File: src/rtl/ces_pkg.sv
package ces_pkg;

  localparam int DEF_EVENT_SLOTS = 32;
  localparam int MAX_RESULTS     = 32;
  localparam int CMD_W           = 2;
  localparam int AMOUNT_W        = 48;
  localparam int FREQ_W          = 12;
  localparam int TIME_W          = 64;
  localparam int MASK_W          = 32;
  localparam int IDX_OUT_W       = 5;
  localparam logic [FREQ_W-1:0] FREQ_RESET = 12'd25;
  localparam logic [TIME_W-1:0] NEVER      = {TIME_W{1'b1}};

  typedef enum logic [1:0] {
    CMD_ADVANCE    = 2'd0,
    CMD_SCHEDULE   = 2'd1,
    CMD_RESCHEDULE = 2'd2,
    CMD_CANCEL     = 2'd3
  } cmd_t;

  typedef enum logic [3:0] {
    ST_IDLE,
    ST_MUL,
    ST_ADV,
    ST_FIRE_RD,
    ST_FIRE,
    ST_ARM,
    ST_WALK,
    ST_LINK,
    ST_ACK
  } state_t;

  // Saturating 64-bit add; an overflow means never.
  function automatic logic [TIME_W-1:0] sat_add(input logic [TIME_W-1:0] a,
                                                 input logic [TIME_W-1:0] b);
    logic [TIME_W:0] s;
    s = {1'b0, a} + {1'b0, b};
    return s[TIME_W] ? NEVER : s[TIME_W-1:0];
  endfunction

endpackage

File: src/rtl/ces_front.sv
module ces_front import ces_pkg::*; #(
  parameter int EVENT_SLOTS = DEF_EVENT_SLOTS,
  parameter int IW = $clog2(EVENT_SLOTS)
) (
  input  logic                clk,
  input  logic                rst,
  input  logic                start,
  input  logic [CMD_W-1:0]    cmd,
  input  logic [4:0]          event_index,
  input  logic [AMOUNT_W-1:0] amount,
  input  logic                in_microseconds,
  input  logic                q_pop,
  output logic                q_valid,
  output logic                q_full,
  output logic [CMD_W-1:0]    q_cmd,
  output logic [IW-1:0]       q_idx,
  output logic                q_act,
  output logic [AMOUNT_W-1:0] q_amount,
  output logic                q_us
);

  // Two-entry request queue; a slot command on a null or out-of-range slot is
  // marked inactive here so the back end only acknowledges it.
  logic [CMD_W-1:0]    f_cmd [2];
  logic [IW-1:0]       f_idx [2];
  logic                f_act [2];
  logic [AMOUNT_W-1:0] f_amt [2];
  logic                f_us  [2];
  logic                wp, rp;
  logic [1:0]          cnt;
  logic                push, act;

  assign push = start && !q_full;
  assign act  = (event_index != 5'd0) && ({27'd0, event_index} < EVENT_SLOTS);
  assign q_full  = (cnt == 2'd2);
  assign q_valid = (cnt != 2'd0);
  assign q_cmd    = f_cmd[rp];
  assign q_idx    = f_idx[rp];
  assign q_act    = f_act[rp];
  assign q_amount = f_amt[rp];
  assign q_us     = f_us[rp];

  always_ff @(posedge clk) begin
    if (push) begin
      f_cmd[wp] <= cmd;
      f_idx[wp] <= IW'(event_index);
      f_act[wp] <= act;
      f_amt[wp] <= amount;
      f_us[wp]  <= in_microseconds;
    end
  end

  // Queue pointers.
  always_ff @(posedge clk) begin
    if (rst) begin
      wp  <= 1'b0;
      rp  <= 1'b0;
      cnt <= 2'd0;
    end else begin
      if (push) wp <= !wp;
      if (q_pop) rp <= !rp;
      cnt <= cnt + {1'b0, push} - {1'b0, q_pop};
    end
  end

endmodule

File: config.mk
export PLATFORM = sky130hd
export DESIGN_NAME = ces_front
export DESIGN_NICKNAME = d
export VERILOG_FILES = /design/src/rtl/ces_pkg.sv /design/src/rtl/ces_front.sv
export SDC_FILE = /design/constraint.sdc
export NUM_CORES = 1
export LEC_CHECK = 0
export ABC_AREA = 1
export ABC_CLOCK_PERIOD_IN_PS = 4700
export BUFFER_PORTS_ARGS = -buffer_cell sky130_fd_sc_hd__buf_2
export CAP_MARGIN = 25
export CORE_UTILIZATION = 50
export CTS_CLUSTER_DIAMETER = 100
export DETAILED_ROUTE_END_ITERATION = 10
export PLACE_DENSITY_LB_ADDON = 0.08
export SLEW_MARGIN = 20
export SYNTH_ARGS = -nofsm -noshare
export SYNTH_HDL_FRONTEND = slang
export SYNTH_SLANG_ARGS = --single-unit
File: constraint.sdc
create_clock -name clk -period 4.7 [get_ports clk]
set_clock_uncertainty 0.1 [all_clocks]
set_input_delay 1.175 -clock clk [delete_from_list [all_inputs] [get_ports clk]]
set_output_delay 1.175 -clock clk [all_outputs]
set_load 0.02 [all_outputs]
Word-level counts from Yosys, hierarchy flattened
Memory sizes are Yosys's and may differ from the RTL's. A register that Yosys moved wholly into a read port is not among the register bits. Index checks and enable logic that the tools add are counted.

Reduce and logical (&&, ||, !) cells: 6. Equality and inequality tests: 1. Add/subtract/negate cells: 2. Muxes and demuxes: 12.

Operators by type and width (count): two-way mux 1 bit (12); nonzero test 5 bit (1); logical NOT 1 bit (3); adder 2 x 1 -> 2 bit (1); == test 2 bit (second input constant) (1); nonzero test 2 bit (1); subtractor 2 x 1 -> 2 bit (1); logical AND 1 bit (1).

Word-level logic and storage cells: 29. Memory bits (writable): 114. Flip-flop bits (word level): 4. Memories kept: 5. Input port bits: 60. Output and inout port bits: 59.

Memory list: f_amt (depth 2, bits a word 48, read ports 1, clocked after Yosys merged registers in 1, wr ports 1, line ces_front.sv:27) `logic [AMOUNT_W-1:0] f_amt [2];`; f_idx (depth 2, bits a word 5, read ports 1, clocked after Yosys merged registers in 1, wr ports 1, line ces_front.sv:25) `logic [IW-1:0] f_idx [2];`; f_cmd (depth 2, bits a word 2, read ports 1, clocked after Yosys merged registers in 1, wr ports 1, line ces_front.sv:24) `logic [CMD_W-1:0] f_cmd [2];`; f_act (depth 2, bits a word 1, read ports 1, clocked after Yosys merged registers in 1, wr ports 1, line ces_front.sv:26) `logic f_act [2];`; f_us (depth 2, bits a word 1, read ports 1, clocked after Yosys merged registers in 1, wr ports 1, line ces_front.sv:28) `logic f_us [2];`.

Logic depth before layout (Yosys ltp)
Word-level depth: 5. Mapped depth: 11. Mapped depth without buffers: 11.

Worst setup path after synthesis
Ideal clock, no wire load.

Path kind: input port to flip-flop. Start: input start. End: memory f_act[0] (enable). Buffers on the path: 0. Stages: 2. Path slack: 499 ps. Setup time: 472 ps. Data required time: 4128 ps. Arrival: 3629 ps. Cell sequence: nand2_1 > nor2_1.

Word-level cells in the longest chain between the ends: 3.

Ends and longest elaborated chain: start: declaration (line ces_front.sv:7) `input logic start,`; logical AND 1 bit (line ces_front.sv:33) `assign push = start && !q_full;`; two-way mux 1 bit (line ces_front.sv:44) `if (push) begin`; two-way mux 1 bit (implied by the code) (line ces_front.sv:47) `f_act[wp] <= act;`; end: declaration (line ces_front.sv:26).

No other way between the ends.

==> flow_summary.json <==
{
  "route.detailed.drc": 0,
  "diodes": 0,
  "finalSetupViolations": 0,
  "synth-simple-area-share": 0.01593,
  "dr.pass1.iters": 6,
  "synth_compound_area_frac": 0.002235,
  "htree_levels": 4,
  "cts_sinks": 119,
  "core_region_area_sq_um": 8678,
  "arrival_ps": 2080,
  "required_ps": 3420,
  "yosys-top-cells-area": "edfxtp_1, mux2_4, mux2_2",
  "maxCapViolCount": 0,
  "synth-seq-area-share": 0.7868,
  "vdd_drop_max_mv": 0.3057,
  "drive_gt1_frac": 0.5917,
  "rsz0062_at_grt": "false",
  "start_util": 0.5160,
  "cp-start-kind": "flip-flop",
  "vias": 2333,
  "wl_um": 7413,
  "ios": 119,
  "detail-route-antenna-nets": 0,
  "slew_headroom": 0.3764,
  "synth_warnings": 0,
  "synth_edf_count": 114,
  "finalCriticalPeriod_ps": 3350,
  "post_cts_resized": 0,
  "worstReg2RegStart": "cnt[0]$_SDFF_PP0_",
  "cts_tree": "done",
  "synth_adder_area_share": 0.005588,
  "dpl_worst_slack_ps": 1814,
  "grt_use_total": 0.1708,
  "die_x_um": 96.64,
  "synth_nets": 275,
  "syn_avg_cell_area_sq_um": 21.02,
  "clk_pin_slew_ps": 60,
  "slew_viol_final": 0,
  "place.gp.congestion": 0.7490,
  "cts_buffer_depth": 2,
  "critPathMaxFanout": 57,
  "cts-root-buf": "clkbuf_8",
  "yosys.area.top_type_share": 0.7645,
  "final_core_utilization": 0.6659,
  "ys_ff_latch": 119,
  "grt_max_degree": 58,
  "ctsHoldBuffers": 0,
  "outcome": "finished, final reports clean",
  "yosys.cell_count.top_type": "edfxtp_1",
  "antenna_found_initial": 0,
  "syn_area_sq_um": 4478,
  "post_cts_buffers": 0,
  "clk_latency_ps": 500,
  "ys_top_cells_by_count": "edfxtp_1, mux2_4, mux2_2",
  "vias_per_cell": 4.985,
  "wl_per_cell_um": 15.84,
  "cts_buffers": 17,
  "fmax_mhz": 298.5,
  "post-dp-hpwl_um": 4662,
  "drt-initial-drc-count": 96,
  "fin_setup_tns_ps": 0,
  "grt_pass1_vias": 2436,
  "post_dp_cell_area_sq_um": 5195,
  "synthToLayoutAreaGrowth_pct": 29.06,
  "power_density_nw_per_um2": 505.3,
  "worst_slack_ps": 1350,
  "die-area_sq_um": 9338,
  "rows": 34,
  "grt_pass1_wl_um": 11900,
  "tightest_slew_ps": 935.4,
  "worstSetupPathType": "reg -> out",
  "nNetsFinal": 409,
  "synth_top_family_by_area": "multiplexers",
  "finalHoldViolations": 0,
  "synth_top_area_cell": "edfxtp_1",
  "cp-end-kind": "output pin",
  "synth_cells": 213,
  "synth_xor_area_frac": 0.001956,
  "synthArstFlopShare": 0,
  "overflow": 0,
  "fp.dieH_um": 96.64,
  "ys_types": 14,
  "synth_flop_cell": "edfxtp_1",
  "worstHoldStart": "wp$_SDFFE_PP0P_",
  "post-route-period-util": 0.7128,
  "io_buffers": 118,
  "hold_class": "reg -> reg",
  "synth_mux_area_frac": 0.1685,
  "design_area_sq_um": 5779,
  "leakagePower_nw": 2.285
}
-- layer usage --
layer	up-vias	global-route usage	routed length (um)
li1	1098	-	-
met1	1138	0.1985	2927
met2	91	0.2811	3877
met3	6	0.06142	525
met4	0	0.08381	82
met5	-	0	0
-- cell families (layout without fill, tap and decap cells) --
logic type,after synthesis,in the layout
buffers and inverters,14,161
AOI/OAI and AO/OA,2,2
xor gates and xnor gates,1,1
adders and majority gates,2,2
and+or+nand+nor,18,18
DFF,119,119
muxes,57,57
-- stage by stage --
stage          std cells  power, mW  hold WS [ps]
6_report             468      2.920         457.4
5_1_grt              468      3.026         499.6
4_1_cts              468      2.951         459.6
3_5_place_dp         436      1.711         407.4
3_3_place_gp         436      1.703         396.3
2_1_floorplan        213      1.581         375.0
-- placed cells by master (no fill, tap or decap) --
master and count:
clkbuf_8 1, inv_2 1, nor3_1 1, inv_6 4
ha_1 2, clkinvlp_4 3, buf_4 2, nand2_1 8
buf_2 118, bufinv_16 2, nor2_4 1, dfxtp_4 1
clkinv_4 6, clkbuf_16 16, a21oi_1 2, inv_1 7
nor2_1 6, mux2_4 30, xnor2_1 1, edfxtp_1 114
mux2_2 27, buf_12 1, nand3_1 2, dfxtp_1 4
-- worst max-delay path: stages, from the launching register on --
cell and delay [ps]:
dfxtp_4 970, mux2_2 440, buf_2 160
-- flip-flops by register name, summed over array words and instances, names as in the netlist, named ones only --
signal	count
f_amt	96
f_idx	10
f_cmd	4
cnt	2
f_act	2
f_us	2
rp	1
wp	1
-- power by group --
part           switching, mW  total [mW]  internal, mW  leakage [nW]
Sequential            0.0448        1.31          1.27          1.10
Combinational          0.207       0.370         0.163         0.909
Clock                  0.473        1.24         0.764         0.276
Total                  0.725        2.92          2.20          2.29
-- area by class of cell --
class	count	area, sq um
multi-input cells	80	877.1
clock inverters	15	170.2
well taps	108	135.1
repair buffers	121	625.6
flip-flops and latches	119	3527
fillers	619	2899
inverters	8	30.03
clock buffers	17	414.1
-- final timing paths --
| kind | depth (start not counted) | slack (ps) | end |
|---|---|---|---|
| worst max-delay path | 2 | 1350 | q_amount[0] |
| worst min-delay path | 2 | 460 | wp$_SDFFE_PP0P_ |
| worst max register to register | 5 | 2700 | f_amt[1][31]$_DFFE_PP_ |
| worst min register to register | 2 | 460 | wp$_SDFFE_PP0P_ |
Note: power is estimated with default switching activity, not from simulation.
